--- src/hw/rtl/wcmp_pkg.sv ---
`timescale 1ns / 1ps

package wcmp_pkg;

   // channel and colour widths
   localparam int CHAN_W  = 8;
   localparam int KEY_W   = 3 * CHAN_W;
   localparam int COUNT_W = 5;

   // counts stop growing here
   localparam logic [COUNT_W-1:0] COUNT_MAX = 5'd31;
   localparam logic [COUNT_W-1:0] COUNT_ONE = 5'd1;

   // one pixel of the sample window
   typedef struct packed {
      logic [CHAN_W-1:0] red;
      logic [CHAN_W-1:0] green;
      logic [CHAN_W-1:0] blue;
      logic              last_pixel;
   } req_word_type;

   // one window result
   typedef struct packed {
      logic              found;
      logic [CHAN_W-1:0] pick_red;
      logic [CHAN_W-1:0] pick_green;
      logic [CHAN_W-1:0] pick_blue;
   } rsp_word_type;

   // control from the pipeline into the colour table
   typedef struct packed {
      logic fire;
      logic last;
      logic black;
   } tbl_ctl_type;

   // winning colour after the current pixel is counted
   typedef struct packed {
      logic             found;
      logic [KEY_W-1:0] colour;
   } tbl_pick_type;

endpackage

--- src/hw/rtl/wcmp_table.sv ---
`timescale 1ns / 1ps

module wcmp_table #(
   parameter int DEPTH = 16
) (
   input  logic                        clock,
   input  logic                        reset,
   input  wcmp_pkg::tbl_ctl_type       ctl,
   input  logic [wcmp_pkg::KEY_W-1:0]  key,
   output wcmp_pkg::tbl_pick_type      pick
);

   localparam int USED_W = $clog2(DEPTH + 1);

   logic [wcmp_pkg::KEY_W-1:0]   key_ff   [DEPTH];
   logic [wcmp_pkg::COUNT_W-1:0] count_ff [DEPTH];
   logic [USED_W-1:0]            used_ff, used_in;
   logic [wcmp_pkg::COUNT_W-1:0] best_count_ff, best_count_in;
   logic [wcmp_pkg::KEY_W-1:0]   best_colour_ff, best_colour_in;

   logic [DEPTH-1:0]             hit;
   logic                         any_hit;
   logic                         full;
   logic                         counted;
   logic [wcmp_pkg::COUNT_W-1:0] hit_count;
   logic [wcmp_pkg::COUNT_W-1:0] new_count;
   logic                         take_best;
   logic [wcmp_pkg::COUNT_W-1:0] best_count_nx;
   logic [wcmp_pkg::KEY_W-1:0]   best_colour_nx;

   // parallel compare against every filled entry
   always_comb begin
      for (int i = 0; i < DEPTH; i++) begin
         hit[i] = (USED_W'(i) < used_ff) && (key_ff[i] == key);
      end
   end

   // keys are unique, so the matching count is an or of masked counts
   always_comb begin
      hit_count = '0;
      for (int i = 0; i < DEPTH; i++) begin
         hit_count = hit_count | ({wcmp_pkg::COUNT_W{hit[i]}} & count_ff[i]);
      end
   end

   assign any_hit = |hit;
   assign full    = (used_ff == USED_W'(DEPTH));
   assign counted = !ctl.black && (any_hit || !full);

   // saturating count, or one for a colour taking a fresh entry
   always_comb begin
      if (!any_hit) begin
         new_count = wcmp_pkg::COUNT_ONE;
      end else if (hit_count == wcmp_pkg::COUNT_MAX) begin
         new_count = wcmp_pkg::COUNT_MAX;
      end else begin
         new_count = hit_count + wcmp_pkg::COUNT_ONE;
      end
   end

   // best only moves on a strictly larger count
   assign take_best      = counted && (new_count > best_count_ff);
   assign best_count_nx  = take_best ? new_count : best_count_ff;
   assign best_colour_nx = take_best ? key : best_colour_ff;

   assign pick.found  = (best_count_nx != '0);
   assign pick.colour = best_colour_nx;

   // fill count and running best, cleared at the end of each window
   always_comb begin
      used_in        = used_ff;
      best_count_in  = best_count_ff;
      best_colour_in = best_colour_ff;
      if (ctl.fire) begin
         if (ctl.last) begin
            used_in        = '0;
            best_count_in  = '0;
            best_colour_in = '0;
         end else begin
            if (counted && !any_hit) begin
               used_in = used_ff + USED_W'(1);
            end
            best_count_in  = best_count_nx;
            best_colour_in = best_colour_nx;
         end
      end
   end

   always_ff @(posedge clock) begin
      if (reset) begin
         used_ff        <= '0;
         best_count_ff  <= '0;
         best_colour_ff <= '0;
      end else begin
         used_ff        <= used_in;
         best_count_ff  <= best_count_in;
         best_colour_ff <= best_colour_in;
      end
   end

   // key/count cells, one per entry
   for (genvar g = 0; g < DEPTH; g++) begin : g_cell
      logic                         fill;
      logic [wcmp_pkg::KEY_W-1:0]   key_in;
      logic [wcmp_pkg::COUNT_W-1:0] count_in;

      assign fill = ctl.fire && counted && !any_hit && (used_ff == USED_W'(g));

      always_comb begin
         key_in   = key_ff[g];
         count_in = count_ff[g];
         if (fill) begin
            key_in   = key;
            count_in = wcmp_pkg::COUNT_ONE;
         end else if (ctl.fire && !ctl.black && hit[g]) begin
            count_in = new_count;
         end
      end

      always_ff @(posedge clock) begin
         key_ff[g]   <= key_in;
         count_ff[g] <= count_in;
      end
   end

   // checks
   a_hit_onehot: assert property (@(posedge clock) disable iff (reset)
      $onehot0(hit)) else $error("several table entries match one colour");

   a_used_bound: assert property (@(posedge clock) disable iff (reset)
      used_ff <= USED_W'(DEPTH)) else $error("fill count beyond table depth");

   a_best_zero: assert property (@(posedge clock) disable iff (reset)
      (best_count_ff == '0) |-> (best_colour_ff == '0))
      else $error("best colour set without a count");

   a_window_clear: assert property (@(posedge clock) disable iff (reset)
      (ctl.fire && ctl.last) |=> (used_ff == '0 && best_count_ff == '0))
      else $error("table not cleared after last pixel");

endmodule

--- src/hw/rtl/window_color_mode_picker.sv ---
`timescale 1ns / 1ps

// Most frequent non-black colour of a square sample window. Pixels enter one
// word per cycle in raster order; black pixels are skipped, the rest are
// counted in a key/count table of WINDOW_SIDE squared entries, each entry
// compared in parallel. A word with last_pixel set produces one result word
// (found clear and colour zero if every pixel was black) via the input and
// result registers, and the table starts empty for the next window. Sustained
// rate is one pixel per cycle while the input is not held off, set by the
// combinational compare-and-count over the whole table. The input holds off
// only while a last pixel waits behind a result word that has not yet been
// taken. Counts saturate at 31, and colours beyond a full table are not counted.
module window_color_mode_picker #(
   parameter int WINDOW_SIDE = 4
) (
   input  logic                  clock,
   input  logic                  reset,
   input  logic                  req_valid,
   output logic                  req_stall,
   input  wcmp_pkg::req_word_type req_word,
   output logic                  rsp_valid,
   input  logic                  rsp_stall,
   output wcmp_pkg::rsp_word_type rsp_word
);

   localparam int DEPTH = WINDOW_SIDE * WINDOW_SIDE;

   wcmp_pkg::req_word_type req_ff, req_in;
   logic                   req_valid_ff, req_valid_in;
   wcmp_pkg::rsp_word_type rsp_ff, rsp_in;
   logic                   rsp_valid_ff, rsp_valid_in;

   logic                   accept;
   logic                   fire;
   wcmp_pkg::tbl_ctl_type  ctl;
   wcmp_pkg::tbl_pick_type pick;

   // the held pixel goes through unless it ends a window and the result slot is busy
   assign fire      = req_valid_ff && (!req_ff.last_pixel || !rsp_valid_ff || !rsp_stall);
   assign req_stall = req_valid_ff && !fire;
   assign accept    = req_valid && !req_stall;

   // input register
   always_comb begin
      req_in       = req_ff;
      req_valid_in = req_valid_ff && !fire;
      if (accept) begin
         req_in       = req_word;
         req_valid_in = 1'b1;
      end
   end

   always_ff @(posedge clock) begin
      if (reset) begin
         req_valid_ff <= 1'b0;
      end else begin
         req_valid_ff <= req_valid_in;
      end
      req_ff <= req_in;
   end

   assign ctl.fire  = fire;
   assign ctl.last  = req_ff.last_pixel;
   assign ctl.black = (req_ff.red == '0) && (req_ff.green == '0) && (req_ff.blue == '0);

   wcmp_table #(
      .DEPTH (DEPTH)
   ) u_table (
      .clock (clock),
      .reset (reset),
      .ctl   (ctl),
      .key   ({req_ff.red, req_ff.green, req_ff.blue}),
      .pick  (pick)
   );

   // result register
   always_comb begin
      rsp_in       = rsp_ff;
      rsp_valid_in = rsp_valid_ff && rsp_stall;
      if (fire && req_ff.last_pixel) begin
         rsp_in.found      = pick.found;
         rsp_in.pick_red   = pick.colour[23:16];
         rsp_in.pick_green = pick.colour[15:8];
         rsp_in.pick_blue  = pick.colour[7:0];
         rsp_valid_in      = 1'b1;
      end
   end

   always_ff @(posedge clock) begin
      if (reset) begin
         rsp_valid_ff <= 1'b0;
      end else begin
         rsp_valid_ff <= rsp_valid_in;
      end
      rsp_ff <= rsp_in;
   end

   assign rsp_valid = rsp_valid_ff;
   assign rsp_word  = rsp_ff;

   // checks
   a_last_gives_word: assert property (@(posedge clock) disable iff (reset)
      (fire && req_ff.last_pixel) |=> rsp_valid_ff)
      else $error("last pixel gave no result word");

   a_stall_only_on_last: assert property (@(posedge clock) disable iff (reset)
      req_stall |-> (req_valid_ff && req_ff.last_pixel && rsp_valid_ff))
      else $error("input held off without a pending result");

   a_no_word_lost: assert property (@(posedge clock) disable iff (reset)
      (rsp_valid_ff && rsp_stall) |-> !(fire && req_ff.last_pixel))
      else $error("result word overwritten while waiting");

endmodule
--- config.mk ---
export PLATFORM = sky130hd
export DESIGN_NAME = window_color_mode_picker
export DESIGN_NICKNAME = d
export VERILOG_FILES = /design/src/hw/rtl/wcmp_pkg.sv /design/src/hw/rtl/wcmp_table.sv /design/src/hw/rtl/window_color_mode_picker.sv
export SDC_FILE = /design/constraint.sdc
export NUM_CORES = 1
export LEC_CHECK = 0
export BUFFER_PORTS_ARGS = -buffer_cell sky130_fd_sc_hd__buf_4
export CORE_MARGIN = 2
export CORE_UTILIZATION = 35
export DETAILED_ROUTE_END_ITERATION = 6
export PLACE_DENSITY_LB_ADDON = 0.15
export SETUP_SLACK_MARGIN = 0.3
export SKIP_CTS_REPAIR_TIMING = 1
export SKIP_LAST_GASP = 1
export SYNTH_ARGS = -nofsm -noshare
export SYNTH_HDL_FRONTEND = slang
export SYNTH_HIERARCHICAL = 1
export SYNTH_SLANG_ARGS = --single-unit
--- constraint.sdc ---
create_clock -name clock -period 7.43 [get_ports clock]
set_input_delay 0 -clock clock [delete_from_list [all_inputs] [get_ports clock]]
set_output_delay 0 -clock clock [all_outputs]
set_load 0.01 [all_outputs]
After elaboration in Yosys (flattened, before gate mapping):

Memory sizes are Yosys's and may differ from the RTL's.
Index checks and enable logic that the tools add are counted.

* bits in registers: 86
* bits in writable memories: 464
* bits of input ports: 29
* memories: 2

Memory list
* u_table.key_ff: words 16, width 24, read ports 16, clocked after memory_dff 0, write ports 16, line wcmp_table.sv:15 `logic [wcmp_pkg::KEY_W-1:0] key_ff [DEPTH];`
* u_table.count_ff: words 16, width 5, read ports 16, clocked after memory_dff 0, write ports 16, line wcmp_table.sv:16 `logic [wcmp_pkg::COUNT_W-1:0] count_ff [DEPTH];`

* add/sub/neg operators: 2
* order comparisons: 17
* equality and inequality tests: 33
* multiplexer cells: 58
* bitwise gates (word level): 31
* reductions and logical operators: 80

Operators with widths (count)
* two-way mux 24 bit: 18
* == test 24 bit: 16
* two-way mux 5 bit: 38
* bitwise AND 5 bit: 16
* bitwise OR 5 bit: 15
* logical AND 1 bit: 61
* == test 5 x 4 -> 1 bit (second input constant): 8
* < comparator 4 x 5 -> 1 bit (first input constant): 8
* zero test 8 bit: 3
* == test 5 x 3 -> 1 bit (second input constant): 4
* < comparator 3 x 5 -> 1 bit (first input constant): 4
* OR reduction 16 bit: 1
* adder 5 x 1 -> 5 bit (second input constant): 2
* == test 5 x 2 -> 1 bit (second input constant): 2
* == test 5 bit (second input constant): 2
* < comparator 1 x 5 -> 1 bit (first input constant): 2
* < comparator 2 x 5 -> 1 bit (first input constant): 2
* zero test 1 bit: 8
* == test 5 x 1 -> 1 bit (second input constant): 1
* greater-than comparator 5 bit: 1
* zero test 5 bit: 1
* nonzero test 5 bit: 1
* logical OR 1 bit: 3
* two-way mux 1 bit: 2
* other kinds (2): 2

Longest topological paths before layout:

Gate-level depths: netlist of the first run.

* depth after elaboration: 25
* gate-level depth with buffers: 29
* gate-level depth less buffers: 23

Modules after synthesis:

The synthesis of the first run kept the hierarchy.

Modules (own cells, without submodules)
* wcmp_table: times used 1, cells each 1632, area an instance 22306.4 um^2
* window_color_mode_picker: times used 1, cells each 70, area an instance 1649.1 um^2

Least setup slack after synthesis of the first run:

Ideal clock, no wire load.

* path kind: register -> register
* start: register req_ff[14] in the netlist's numbering
* end: register u_table/best_colour_ff[10] in the netlist's numbering
* arrival time: 5326 ps
* setup slack: 1987 ps
* cell stages (with the launch flop): 29
* buffers on the path: 6
* cells stage by stage: edfxtp_1 > buf_4 > buf_6 > xnor2_1 > nand4_1 > nor4_1 > buf_2 > a32o_1 > a221o_1 > nor4_1 > inv_1 > ha_1 > inv_1 > nor4_1 > or2_2 > buf_4 > buf_4 > and2_1 > ha_1 > nor2b_1 > o21a_1 > o21ai_0 > nand2b_1 > a21oi_1 > a311oi_1 > a21boi_2 > buf_4 > mux2_2 > a22o_1

RTL lines
* from (decl): line window_color_mode_picker.sv:28 `wcmp_pkg::req_word_type req_ff, req_in;`
* from (signal assigned): line window_color_mode_picker.sv:59 `req_ff <= req_in;`
* to (signal assigned): line wcmp_table.sv:97 `best_colour_ff <= best_colour_in;`
* to (decl): line wcmp_table.sv:19 `logic [wcmp_pkg::KEY_W-1:0] best_colour_ff, best_colour_in;`

Worst setup path in the final report of the first run:

* start: register req_ff[5] in the netlist's numbering
* end: register u_table/best_count_ff[2] in the netlist's numbering

* cells in the longest elaborated chain, start to end: 25
* elaborated cells on any way between the ends: 77

RTL lines
* == test 24 bit: line wcmp_table.sv:34 `hit[i] = (USED_W'(i) < used_ff) && (key_ff[i] == key);`
* logical AND 1 bit: line wcmp_table.sv:34
* bitwise AND 5 bit: line wcmp_table.sv:42 `hit_count = hit_count | ({wcmp_pkg::COUNT_W{hit[i]}} & count_ff[i]);`
* bitwise OR 5 bit (15 in a row): line wcmp_table.sv:42
* adder 5 x 1 -> 5 bit / == test 5 bit (equally long branches): line wcmp_table.sv:57, wcmp_table.sv:54
* two-way mux 5 bit: line wcmp_table.sv:54 `end else if (hit_count == wcmp_pkg::COUNT_MAX) begin`
* two-way mux 5 bit (*): line wcmp_table.sv:52 `if (!any_hit) begin`
* named net u_table.new_count, one bit: line wcmp_table.sv:26 `logic [wcmp_pkg::COUNT_W-1:0] new_count;`
* greater-than comparator 5 bit (*): line wcmp_table.sv:62 `assign take_best = counted && (new_count > best_count_ff);`
* logical AND 1 bit (*): line wcmp_table.sv:62
* two-way mux 5 bit (*): line wcmp_table.sv:63 `assign best_count_nx = take_best ? new_count : best_count_ff;`
* two-way mux 5 bit (*): line wcmp_table.sv:75 `if (ctl.last) begin`
* to (signal assigned): line wcmp_table.sv:96 `best_count_ff <= best_count_in;`
* to (decl): line wcmp_table.sv:18 `logic [wcmp_pkg::COUNT_W-1:0] best_count_ff, best_count_in;`

Mark *: on every way through the listed nets, which the timed path passes. The rest lies on a longest branch.
A chain may end at the register's enable or synchronous reset.

==> results of run 1 <==
metal layers:
metal	wire length (um)	track usage (%)	up-vias
li1	-	-	6564
met1	32850	28.29	7320
met2	30510	29.72	364
met3	3264	2.861	96
met4	1729	5.664	0
met5	0	0	-
state kept, by name (all words and copies together), names as in the netlist:
name	cells
u_table/count_ff	80
u_table/used_ff	5
req_ff	24
req_valid_ff	1
u_table/best_colour_ff	24
rsp_valid	1
u_table/best_count_ff	5
rsp_word	25
ctl	1
u_table/key_ff	384
synth_stat cells (15+ instances only):
cell | instances | area, um^2
sky130_fd_sc_hd__buf_4 | 31 | 232.7
sky130_fd_sc_hd__nor2_1 | 93 | 349.1
sky130_fd_sc_hd__nand4_1 | 91 | 569.3
sky130_fd_sc_hd__dfxtp_1 | 116 | 2322
sky130_fd_sc_hd__nor3_1 | 22 | 110.1
sky130_fd_sc_hd__nor4_1 | 32 | 200.2
sky130_fd_sc_hd__a22o_1 | 26 | 227.7
sky130_fd_sc_hd__mux2_2 | 24 | 270.3
sky130_fd_sc_hd__clkbuf_1 | 22 | 82.58
sky130_fd_sc_hd__nand2_1 | 39 | 146.4
sky130_fd_sc_hd__buf_6 | 22 | 247.7
sky130_fd_sc_hd__edfxtp_1 | 434 | 13030
sky130_fd_sc_hd__xor2_1 | 32 | 280.3
sky130_fd_sc_hd__mux2i_1 | 72 | 720.7
sky130_fd_sc_hd__and3_1 | 15 | 93.84
sky130_fd_sc_hd__nand3_1 | 69 | 345.3
sky130_fd_sc_hd__inv_1 | 23 | 86.33
sky130_fd_sc_hd__and2_1 | 15 | 93.84
sky130_fd_sc_hd__o2111ai_1 | 15 | 131.4
sky130_fd_sc_hd__xnor2_1 | 354 | 3100
worst max-delay path, delay by kind of cell, from the launching register on:
family | cells | cell delay (ns)
simple gates | 11 | 2.76
buf+inv | 3 | 0.72
xor+xnor | 1 | 0.16
fa+ha+maj | 2 | 0.47
compound gates | 8 | 1.55
flops | 1 | 0.95
worst max path at each step:
stage / to / from / depth (start not counted) / slack (ns)
after floorplan: u_table/best_colour_ff[10]$_SDFFE_PP0P_ / req_ff[14]$_DFFE_PP_ / 28 / 1.99
after global placement: u_table/best_colour_ff[15]$_SDFFE_PP0P_ / req_ff[19]$_DFFE_PP_ / 25 / 0.93
after detailed placement: u_table/best_count_ff[2]$_SDFFE_PP0P_ / req_ff[19]$_DFFE_PP_ / 25 / 0.85
after CTS: u_table/best_count_ff[2]$_SDFFE_PP0P_ / req_ff[19]$_DFFE_PP_ / 25 / 0.85
after global routing: u_table/best_count_ff[2]$_SDFFE_PP0P_ / req_ff[5]$_DFFE_PP_ / 25 / 0.34
final: u_table/best_count_ff[2]$_SDFFE_PP0P_ / req_ff[5]$_DFFE_PP_ / 25 / 0.73
through the flow:
stage | utilization, % | instances
CTS | 41.03 | 2740
global placement | 38.08 | 2631
finish | 41.57 | 2777
floorplan | - | 1702
global route | 41.56 | 2776
detailed placement | 38.08 | 2631
cell families (layout without fill, tap and decap cells):
kind of cell             Yosys count  after routing  synth area share (%)
multiplexers                      97             97                 4.194
adder cells (fa/ha/maj)            9              9                0.4701
flip-flops                       550            550                 64.10
XOR/XNOR                         386            386                 14.11
buffers and inverters            114            315                 3.029
AO/OA/AOI/OAI                    111            111                 3.891
other                              0              1                     0
AND/OR/NAND/NOR                  435            435                 10.21
cell type report:
class,instances,area [um^2]
antenna,1,2.502
fill,6299,39450
timing repair buffer,183,1609
clock buffer,75,1640
clock inverter,34,347.8
multi-input combinational,1038,7930
tap,873,1092
inverter,23,86.33
sequential,550,15350
where the power goes:
group          internal [mW]  switching, mW
Clock                   1.77           1.24
Sequential              3.35         0.0418
Combinational          0.151          0.201
Total                   5.27           1.48
==> results.txt, run 1 <==
- The initial antenna violation count is 3.
- Number of warning messages in the yosys log: 6
- Master of the slowest instance on the critical path: sky130_fd_sc_hd__edfxtp_1
* Setup crit end kind: flip-flop
* Worst rel slew slack: under 10%
- After floorplanning, the core was sized to cover a little under 70,000 um^2.
- The library cells used most frequently in the layout, excluding fill and tap cells, are 434 x sky130_fd_sc_hd__edfxtp_1, 354 x sky130_fd_sc_hd__xnor2_1, 141 x sky130_fd_sc_hd__buf_4.
- Detailed Route WL: ~68,000 um
- At the pin with the least slew margin, the transition time is 1.376 ns.
- Each instance of the synthesized netlist takes up on average ~14 um^2.
- Number of nets in the layout: approximately 1,900
- Iteration count of the initial detailed-routing pass: 5
* Horiz. Die Dim: approximately 270 um
- The finished cells cover 28,060 um^2.
- The die covers 70,550 um^2.
- The tightest min-delay check is of the in -> reg type.
- Ys flop type: sky130_fd_sc_hd__edfxtp_1
- Count of maximum capacitance violations: 0
* Clk sinks: 550
- The worst hold path passes through 2 cells.
- Count of cells along the worst register-to-register path: 25
- GR Util All Layers: roughly a fifth
* Die Y: around 270 um
* Post-synthesis net count: around 1,700
- Total global routing overflow: 0
* Highest achievable clock rate: roughly 150 MHz
* Worst slack at placement: about 0.85 ns
- Number of vias per cell after detailed routing: around 5.2
- In this run the count of I/O pins placed on the die edge is between 50 and 60.
- Largest buffer count on any clock path: 3
- Critical path class: reg -> reg
- The final critical path takes up about nine tenths of the cycle.
* Status: finished clean
* RSZ-0062 raised after global routing: false
* Number of buffers created by CTS: between 50 and 60
- Register clock-pin slew on the reported worst setup and hold paths: ~0.06 ns
* Critical Path Fanout Max: 29
- Maximum ir drop on the vdd rail: between 150 and 200 uV
* Post-synthesis sequential area ratio: between 60% and 70%
* Remaining routing DRC violations: 0
- Count of unique library cells instantiated by Yosys: just under 80
- Yosys mapped a number of flops with a built-in enable equal to 434.
- R2R Path End: u_table/best_count_ff[2]$_SDFFE_PP0P_
- The worst register-to-register path begins at req_ff[5]$_DFFE_PP_.
* Gpl congestion: between 0.8 and 0.9
- For hold timing, the worst endpoint is req_ff[20]$_DFFE_PP_.
* CTS Root Buffer Type: sky130_fd_sc_hd__clkbuf_16
- Clock tree from TritonCTS: built
* Via count: 14,340
- Antenna-violating nets left: 0
- Hold is met by 0.09186 ns.
* Num rows: 95
- For the final routed database, the setup TNS stands at 0 ns.
* FF-to-FF setup slack: about 0.73 ns
* Stage delay of the slowest cell on the critical path: roughly 0.95 ns
* Insertion delay to the later sink of the worst-skew pair: 0.63 ns
- Final critical delay including setup and external delays: 6.696 ns
- Dividing total power by cell area gives a power density of 240.5 nW/um^2.
- Average wire length per cell after detail routing: around 25 um
- Slack of the critical path: ~0.73 ns
- The clock tree synthesis step divided the H-tree into 2 levels.
- IO buf count: 55
- Final hold violation count: 0
- At the worst endpoint, the required time is roughly 8.0 ns.
* Via count of the first global-routing pass: 14,080
- DP HPWL: between 40,000 and 50,000 um
* Fraction of final layout cells with drive strength greater than 1: between 15 and 20%
* Global-route wire length before repair: ~99,000 um
- Data arrival time of the critical path: a little over 7 ns
- In this run the static leakage power is just over 9 nW.
- Setup violations remaining at the end of the flow were counted as 0.
* Post-synth design cell area: between 20,000 and 25,000 um^2
- After detailed placement, the total cell area comes to 25,710 um^2.
- Post-synthesis cell count: between 1,500 and 2,000
- Most frequent standard cell in the layout excluding fill and tap cells: sky130_fd_sc_hd__edfxtp_1
* Max Slew Vio Count: 0
- Worst Skew: around 0.014 ns
* Pin count of the biggest net entering global routing: 35
* Violation count after the first detailed-routing iteration: around 1,100
- FFs w/ async S/R, synth: 0%
* Relative area change from synthesis to final layout: 17.15%
* HP Start: req_word[20]
- Overall power after layout: just under 7 mW
- Starting utilization of the core area: 35.48%
* Flop and latch count out of synthesis: between 500 and 600
- The worst setup path is launched from a flip-flop.
Note: power is estimated with default switching activity, not from simulation.
==> run 2, diff against run 1 <==
--- a/config.mk
+++ b/config.mk
@@ -7,7 +7,7 @@
 export LEC_CHECK = 0
 export BUFFER_PORTS_ARGS = -buffer_cell sky130_fd_sc_hd__buf_4
 export CORE_MARGIN = 2
-export CORE_UTILIZATION = 35
+export CORE_UTILIZATION = 63
 export DETAILED_ROUTE_END_ITERATION = 6
 export PLACE_DENSITY_LB_ADDON = 0.15
 export SETUP_SLACK_MARGIN = 0.3
==> run 2 against run 1 <==
  * Final area down 3.0%
  * Sequential share of layout area increased by 1.7 points
  * Clock power down 8.7%
  * Register-to-register slack better by 0.13 ns
  * Clock skew is 0.0042 ns higher
  * Die area fell by 44%
  * Combinational power fell by 8.2%
  * Sequential power about the same
  * Worst hold slack improved by 0.013 ns
  * Critical path type unchanged
  * Critical endpoint unchanged
  * Largest power group unchanged
  * Highest routed layer unchanged
==> results.txt, run 2 (synthesis results as in run 1) <==
* Status: finished clean (unchanged)
- The floorplan die height came to 199 um (was 265.6 um).
- The TritonCTS clock tree is built (unchanged).
* Design area: 27,230 um^2 (was 28,060 um^2)
- The post-detailed-route wirelength per cell was 24.96 um (was 24.62 um).
- Non-filler instance count after layout: 2,389 (was 2,777)
- The clock root buffer is sky130_fd_sc_hd__clkbuf_16 (unchanged).
* Worst rel slew slack: 12.33% (was 7.590%)
- The accumulated negative setup slack is 0 ns (unchanged).
* Static Leakage: 9.090 nW (was 9.298 nW)
- Num rows: 71 (was 95)
- FF-to-FF setup slack: 0.87 ns (was 0.73 ns)
- The power share of the combinational group was 5.0% (was 5.2%).
- The starting density of the core is 63.75% (was 35.48%).
- Number of nets in the layout: 1,872 (was 1,893)
* Most frequent standard cell in the layout excluding fill and tap cells: sky130_fd_sc_hd__edfxtp_1 (unchanged)
* Largest buffer count on any clock path: 3 (unchanged)
- HP Start: req_word[20] (unchanged)
- The antenna cell count came to 0 (was 1).
* Switching portion of total power: 21.40% (was 21.96%)
* RSZ-0062 raised after global routing: false (unchanged)
- Number of buffers created by CTS: 55 (was 59)
* Iteration count of the initial detailed-routing pass: 5 (unchanged)
- The worst min-delay path class is in -> reg (unchanged).
* Endpoint of the worst hold path: req_ff[20]$_DFFE_PP_ (unchanged)
- Final critical delay including setup and external delays: 6.562 ns (was 6.696 ns)
- The total power divided by cell area is 237.4 nW/um^2 (was 240.5 nW/um^2).
- Global-route wire length before repair: 87,840 um (was 98,860 um)
* IO buf count: 55 (unchanged)
- The number of max-slew violations in the final report was 0 (unchanged).
- The critical path launch point type was a flip-flop (unchanged).
- Gpl congestion: 0.9604 (was 0.8495)
* Violation count after the first detailed-routing iteration: 1,351 (was 1,094)
- Fraction of final layout cells with drive strength greater than 1: 15.23% (was 17.08%)
- The portion of total power attributed to the clock network came to 42.4% (was 44.5%).
- The synthesis-to-layout area growth is 13.69% (was 17.15%).
- The timing-limited maximum frequency was 152.4 MHz (was 149.3 MHz).
- Worst Skew: 0.01821 ns (was 0.01397 ns)
- The peak supply drop is 228.7 uV (was 178.3 uV).
- The final setup violation count is 0 (unchanged).
* Antenna-violating nets left: 0 (unchanged)
- Via count: 14,480 (was 14,340)
- The data required time of the worst path was 7.95 ns (was 7.99 ns).
- Worst slack at placement: 0.9847 ns (was 0.8536 ns)
* Final hold violation count: 0 (unchanged)
- The total I/O pin count was 56 (unchanged).
- Number of flip-flops in the largest register: 384 (unchanged)
* Register clock-pin slew on the reported worst setup and hold paths: 0.06 ns (about the same)
* Start of the worst register-to-register path: req_ff[24]$_DFFE_PP_ (was req_ff[5]$_DFFE_PP_)
- The cell count after placement came to 2,258 (was 2,631).
* Setup crit end kind: flip-flop (unchanged)
- Hold Path Cell Cnt: 2 (unchanged)
* Area enclosed by the die boundary: 39,600 um^2 (was 70,550 um^2)
- The global router's overall resource usage is 30.51% (was 19.33%).
- Clock H-tree levels: 2 (unchanged)
* R2R Path End: u_table/best_count_ff[2]$_SDFFE_PP0P_ (unchanged)
- Sequential fraction of design power: 52.6% (was 50.3%)
- Number of vias per cell after detailed routing: 6.061 (was 5.165)
- Slack of the critical path: 0.8679 ns (was 0.7338 ns)
- The largest driver fanout on the critical path was 29 (unchanged).
* Total global routing overflow: 0 (unchanged)
* Actual slew at the worst max-slew pin: 1.315 ns (was 1.376 ns)
- The initial antenna violation count is 0 (was 3).
- Area after detailed placement: 25,140 um^2 (was 25,710 um^2)
* Final worst path period share: 88.32% (was 90.12%)
* DP HPWL: 39,190 um (was 45,040 um)
* Largest register by flop count: u_table/key_ff (unchanged)
- The clock sink count came to 550 (unchanged).
* Remaining routing DRC violations: 0 (unchanged)
- The pin count of the biggest net entering global routing was 35 (unchanged).
* Detailed Route WL: 59,630 um (was 68,360 um)
* Count of maximum capacitance violations: 0 (unchanged)
- The core region area is 37,580 um^2 (was 67,510 um^2).
- Horiz. Die Dim: 199 um (was 265.6 um)
- The category of the most critical setup path is reg -> reg (unchanged).
- The via count of the first global-routing pass was 14,210 (was 14,080).
- Total internal power: 5.082 mW (was 5.268 mW)
* Insertion delay to the later sink of the worst-skew pair: 0.61 ns (was 0.63 ns)
- Overall power after layout: 6.466 mW (was 6.750 mW)
- The net switching power of the design came to 1.384 mW (was 1.482 mW).
- Commonest cells after routing, fill and taps aside: 434 x sky130_fd_sc_hd__edfxtp_1, 354 x sky130_fd_sc_hd__xnor2_1, 127 x sky130_fd_sc_hd__buf_4 (was 434 x sky130_fd_sc_hd__edfxtp_1, 354 x sky130_fd_sc_hd__xnor2_1, 141 x sky130_fd_sc_hd__buf_4)
- The depth of the worst register-to-register path is 25 (unchanged).
- The arrival time reported for the critical path endpoint came to 7.08 ns (was 7.25 ns).
-- run 2: power groups by stage --
stage	logic (mW)	clock network [mW]	registers, mW
5_1_grt	0.347	2.89	3.40
2_1_floorplan	0.211	0	3.45
4_1_cts	0.311	2.78	3.40
3_3_place_gp	0.301	0	3.46
6_report	0.323	2.74	3.40
3_5_place_dp	0.309	0	3.47
-- run 2: per-stage QoR --
step                      util [%]  hold slack, ns
after floorplan                  -         0.06907
after global placement       66.91          0.1781
after detailed placement     66.91          0.1793
after CTS                    71.68         -0.4613
after global routing         72.48          0.1046
final                        72.48          0.1050
-- run 2: area by class of cell --
| class | count | area, um^2 |
|---|---|---|
| sequential | 550 | 15350 |
| multi-input combinational | 1038 | 7928 |
| fill | 2462 | 10340 |
| tap | 511 | 639.4 |
| timing repair buffer | 166 | 1434 |
| clock inverter | 34 | 310.3 |
| clock buffer | 67 | 1483 |
| inverter | 23 | 86.33 |
-- run 2: layer usage --
layer  track usage, %  part of all wire, %  up-vias
met1            41.81                   42     7264
li1                 -                    -     6503
met2            49.30                   48      582
met4            11.66                  3.4        0
met5                0                    0        -
met3            5.070                  6.5      131
-- run 2: how the worst max path moves through the flow --
stage	start	end
6_report	req_ff[24]$_DFFE_PP_	u_table/best_count_ff[2]$_SDFFE_PP0P_
5_1_grt	req_ff[24]$_DFFE_PP_	u_table/best_count_ff[2]$_SDFFE_PP0P_
4_1_cts	req_ff[24]$_DFFE_PP_	u_table/best_count_ff[2]$_SDFFE_PP0P_
3_5_place_dp	req_ff[24]$_DFFE_PP_	u_table/best_count_ff[2]$_SDFFE_PP0P_
3_3_place_gp	req_ff[4]$_DFFE_PP_	u_table/best_colour_ff[6]$_SDFFE_PP0P_
2_1_floorplan	req_ff[14]$_DFFE_PP_	u_table/best_colour_ff[10]$_SDFFE_PP0P_
-- run 2: worst max-delay path, cell delays in order, from the launching register on --
cell and delay [ns]:
sky130_fd_sc_hd__edfxtp_1 1.14, sky130_fd_sc_hd__buf_4 0.32, sky130_fd_sc_hd__xnor2_1 0.14, sky130_fd_sc_hd__nand4_1 0.20
sky130_fd_sc_hd__a2111oi_2 0.69, sky130_fd_sc_hd__and2_1 0.34, sky130_fd_sc_hd__a22o_1 0.24, sky130_fd_sc_hd__nor4b_2 0.08
sky130_fd_sc_hd__nand2_1 0.12, sky130_fd_sc_hd__ha_1 0.23, sky130_fd_sc_hd__inv_1 0.13, sky130_fd_sc_hd__nor4_1 0.39
sky130_fd_sc_hd__or2_2 0.19, sky130_fd_sc_hd__and2_1 0.12, sky130_fd_sc_hd__ha_1 0.23, sky130_fd_sc_hd__nor2b_1 0.13
sky130_fd_sc_hd__o21a_1 0.15, sky130_fd_sc_hd__o21ai_0 0.15, sky130_fd_sc_hd__nand2b_1 0.07, sky130_fd_sc_hd__a21oi_1 0.17
sky130_fd_sc_hd__a311oi_1 0.08, sky130_fd_sc_hd__a21boi_2 0.22, sky130_fd_sc_hd__buf_12 0.23, sky130_fd_sc_hd__o21ai_0 0.38
sky130_fd_sc_hd__a22oi_1 0.13, sky130_fd_sc_hd__nor2_1 0.17
==> run 3, diff against run 2 <==
--- a/config.mk
+++ b/config.mk
@@ -5,9 +5,10 @@
 export SDC_FILE = /design/constraint.sdc
 export NUM_CORES = 1
 export LEC_CHECK = 0
+export ABC_AREA = 1
 export BUFFER_PORTS_ARGS = -buffer_cell sky130_fd_sc_hd__buf_4
 export CORE_MARGIN = 2
-export CORE_UTILIZATION = 63
+export CORE_UTILIZATION = 64
 export DETAILED_ROUTE_END_ITERATION = 6
 export PLACE_DENSITY_LB_ADDON = 0.15
 export SETUP_SLACK_MARGIN = 0.3
@@ -17,3 +18,4 @@
 export SYNTH_HDL_FRONTEND = slang
 export SYNTH_HIERARCHICAL = 1
 export SYNTH_SLANG_ARGS = --single-unit
+export TNS_END_PERCENT = 20
==> run 3 against run 2 <==
  * Die area rose by 19%
  * Via count rose by 75%
  * Final cell count rose by 69%
  * Final area rose by 18%
  * Core utilization fell by 0.31 points
  * Critical endpoint is now rsp_word[24]$_DFFE_PP_
  * Largest cell class unchanged
  * Largest power group unchanged
  * Highest routed layer is now met5
==> results.txt, run 3 <==
- IO buf count: 55 (unchanged)
* Area share of the leading cell type in the synthesized netlist: 44.99% (was 54.40%)
- The starting density of the core was 65.22% (was 63.75%).
* Met2 Routed Length: 43,340 um (was 28,540 um)
- The number of storage elements in the synthesis netlist is 550 (unchanged).
- Number of diodes added for antenna fixing: 0 (unchanged)
- Pin count of the biggest net entering global routing: 54 (was 35)
- The area occupied by registers was 15,350 um^2 (unchanged).
- Post-synthesis cell count: 3,299 (was 1,702)
* Horiz. Die Dim: 216.7 um (was 199 um)
- HP Start: req_word[19] (was req_word[20])
- Clock tree from TritonCTS: built (unchanged)
- Gpl congestion: 1.041 (was 0.9604)
- Via count: 25,310 (was 14,480)
* Total met3 wirelength after detailed routing: 13,350 um (was 3853 um)
* Highest achievable clock rate: 157.9 MHz (was 152.4 MHz)
* Count of maximum capacitance violations: 0 (unchanged)
- Largest register by flop count: u_table/key_ff (unchanged)
- Final worst path period share: 85.26% (was 88.32%)
- Average wire length per cell after detail routing: 24.48 um (was 24.96 um)
- The leakage dissipation came to 12.89 nW (was 9.090 nW).
* Average instance area after synthesis: 8.780 um^2 (was 14.07 um^2)
* Post-synthesis net count: 3,337 (was 1,740)
* RSZ-0062 raised after global routing: false (unchanged)
- The count of fill cells added during filler insertion is 3,200 (was 2,462).
- The final setup violation count is 0 (unchanged).
* Number of warning messages in the yosys log: 6 (unchanged)
* Antenna-violating nets left: 0 (unchanged)
- The peak supply drop was 240.7 uV (was 228.7 uV).
* Commonest cells after routing, fill and taps aside: 944 x sky130_fd_sc_hd__nand2_1, 434 x sky130_fd_sc_hd__edfxtp_1, 433 x sky130_fd_sc_hd__nor2_1 (was 434 x sky130_fd_sc_hd__edfxtp_1, 354 x sky130_fd_sc_hd__xnor2_1, 127 x sky130_fd_sc_hd__buf_4)
- The arrival time reported for the critical path endpoint came to 6.70 ns (was 7.08 ns).
* Total negative slack: 0 ns (unchanged)
* Num rows: 77 (was 71)
* FFs w/ async S/R, synth: 0% (unchanged)
- The number of enable-type register cells in the synthesized netlist is 434 (unchanged).
- The wire length on met1 was 36,910 um (was 25,210 um).
- Post-synthesis cell type with the largest combined area: sky130_fd_sc_hd__edfxtp_1 (unchanged)
* Status: finished clean (unchanged)
- The floorplan die height is 216.7 um (was 199 um).
- Remaining routing DRC violations: 0 (unchanged)
- The number of buffers created by CTS was 55 (unchanged).
- Number of vias per cell after detailed routing: 6.253 (was 6.061)
- The highest metal layer with signal wires is met5 (was met4).
- Final Util: 72.16% (was 72.48%)
- The worst slew slack as a fraction of its limit came to 19.61% (was 12.33%).
* Post-synth design cell area: 28,970 um^2 (was 23,960 um^2)
* Biggest area contributors in the synthesized netlist: sky130_fd_sc_hd__edfxtp_1 45%, sky130_fd_sc_hd__nand2_1 12%, sky130_fd_sc_hd__dfxtp_1 8.0% (was sky130_fd_sc_hd__edfxtp_1 54%, sky130_fd_sc_hd__xnor2_1 13%, sky130_fd_sc_hd__dfxtp_1 9.7%)
- The fraction of layout cells with a size suffix above 1 is 6.944% (was 15.23%).
- The critical path launch point type was a flip-flop (unchanged).
* Worst min-delay path category: in -> reg (unchanged)
- GR Util All Layers: 41.20% (was 30.51%)
- Final hold violation count: 0 (unchanged)
* CTS Root Buffer Type: sky130_fd_sc_hd__clkbuf_16 (unchanged)
- Tightest hold margin: 0.08957 ns (was 0.1050 ns)
- The data required time of the worst path was 7.79 ns (was 7.95 ns).
* Violation count after the first detailed-routing iteration: 3,984 (was 1,351)
- Most numerous cell types in the synthesized netlist: 945 x sky130_fd_sc_hd__nand2_1, 435 x sky130_fd_sc_hd__nor2_1, 434 x sky130_fd_sc_hd__edfxtp_1 (was 434 x sky130_fd_sc_hd__edfxtp_1, 354 x sky130_fd_sc_hd__xnor2_1, 116 x sky130_fd_sc_hd__dfxtp_1).
* Clk sinks: 550 (unchanged)
* Count of unique library cells instantiated by Yosys: 40 (was 79)
* Antenna violations before repair: 3 (was 0)
* Largest buffer count on any clock path: 3 (unchanged)
- CP Launch Point: req_ff[8]$_DFFE_PP_ (was req_ff[24]$_DFFE_PP_)
* Worst Skew: 0.01862 ns (was 0.01821 ns)
* Iteration count of the initial detailed-routing pass: 7 (was 5)
- The net count of the finished layout is 3,448 (was 1,872).
- The via count of the first global-routing pass came to 23,810 (was 14,210).
- The overall power after layout was 6.854 mW (was 6.466 mW).
- Top-level I/O count: 56 (unchanged)
- The category of the most critical setup path was reg -> reg (unchanged).
* Power density over the cells: 213.8 nW/um^2 (was 237.4 nW/um^2)
* DP HPWL: 68,110 um (was 39,190 um)
* Crit path top cell by count: sky130_fd_sc_hd__nand2_1
- The most numerous cell in the Yosys netlist is sky130_fd_sc_hd__nand2_1 (was sky130_fd_sc_hd__edfxtp_1).
* Total global routing overflow: 0 (unchanged)
- Insertion delay to the later sink of the worst-skew pair: 0.63 ns (was 0.61 ns)
* Setup crit end kind: flip-flop (unchanged)
- The area occupied by multi-input gates came to 11,840 um^2 (was 7928 um^2).
* Global-route wire length before repair: 143,800 um (was 87,840 um)
* Actual slew at the worst max-slew pin: 1.205 ns (was 1.315 ns)
* Post-synthesis sequential area ratio: 53.01% (was 64.10%)
- The cell with the largest stage delay on the worst path was sky130_fd_sc_hd__edfxtp_1 (unchanged).
- Start of the worst register-to-register path: req_ff[8]$_DFFE_PP_ (was req_ff[24]$_DFFE_PP_)
- Ys flop type: sky130_fd_sc_hd__edfxtp_1 (unchanged)
* Relative area change from synthesis to final layout: 10.65% (was 13.69%)
- The maximum level of the CTS H-tree came to 2 (unchanged).
* Max Slew Vio Count: 0 (unchanged)
* Critical Path Fanout Max: 53 (was 29)
- Final critical delay including setup and external delays: 6.335 ns (was 6.562 ns)
* Detailed Route WL: 99,110 um (was 59,630 um)
* Number of flip-flops in the largest register: 384 (unchanged)
- Most frequent standard cell in the layout excluding fill and tap cells: sky130_fd_sc_hd__nand2_1 (was sky130_fd_sc_hd__edfxtp_1)
* Area of the core region: 44,410 um^2 (was 37,580 um^2)
- Register clock-pin slew on the reported worst setup and hold paths: 0.07 ns (was 0.06 ns)
- The stage delay of the slowest cell on the critical path was 0.80 ns (was 1.14 ns).
- Area enclosed by the die boundary: 46,980 um^2 (was 39,600 um^2)
-- run 3: changes by cell type in the layout (fill, tap and decap cells not counted), sizes merged, moves of 35 or more --
cell and delta:
nand2 +917, nor2 +357, inv +289, nand3 +172
xnor2 -120, mux2i -73, o21ai +66, a21oi +55
xor2 +53, o211ai +41, buf -35
-- run 3: logic make-up after synthesis --
logic type,Yosys count,share of synthesized area [%]
AO/OA/AOI/OAI,198,3.870
XOR/XNOR,319,9.698
adder cells (fa/ha/maj),9,0.3888
buffers and inverters,388,6.164
flip-flops,550,53.01
AND/OR/NAND/NOR,1835,26.87
-- run 3: stage by stage --
| step | cell area (um^2) | setup slack, ns | cells |
|---|---|---|---|
| after CTS | 31740 | 1.423 | 4017 |
| after detailed placement | 29890 | 1.429 | 3914 |
| after global routing | 32050 | 0.8183 | 4048 |
| final | 32050 | 1.095 | 4048 |
| after global placement | 29890 | 1.443 | 3914 |
| after floorplan | 28970 | 3.124 | 3299 |
-- run 3: metal layers --
layer,track usage [%],vias up
li1,-,11010
met2,62.92,2119
met3,8.819,395
met4,20.39,4
met5,0,-
met1,56.22,11780
-- run 3: critical path, delay by kind of cell, from the launching register on --
| family | cells | cell delay, ns |
|---|---|---|
| compound gates | 3 | 0.31 |
| fa+ha+maj | 2 | 0.41 |
| buf+inv | 5 | 1.39 |
| flops | 1 | 0.80 |
| simple gates | 21 | 3.13 |
-- run 3: final cells by class --
| class | instances | share of cell area (%) |
|---|---|---|
| clock inverters | 26 | 0.8901 |
| multi-input cells | 2361 | 36.94 |
| inverters | 310 | 3.631 |
| clock buffers | 77 | 4.872 |
| repair buffers | 132 | 3.451 |
| flip-flops and latches | 550 | 47.91 |
| well taps | 592 | 2.311 |
-- run 3: worst paths after layout --
path / slack, ns / depth (start not counted) / to
setup reg to reg: 1.10 / 31 / rsp_word[24]$_DFFE_PP_
setup / recovery: 1.10 / 31 / rsp_word[24]$_DFFE_PP_
hold / removal: 0.09 / 2 / req_ff[19]$_DFFE_PP_
hold reg to reg: 0.47 / 2 / u_table/best_colour_ff[2]$_SDFFE_PP0P_
-- run 3: power by group --
part / switching [mW] / internal, mW / leakage (nW)
clock: 1.25 / 1.62 / 0.896
combinational: 0.418 / 0.176 / 7.12
sequential: 0.0351 / 3.36 / 4.87
total: 1.70 / 5.15 / 12.9
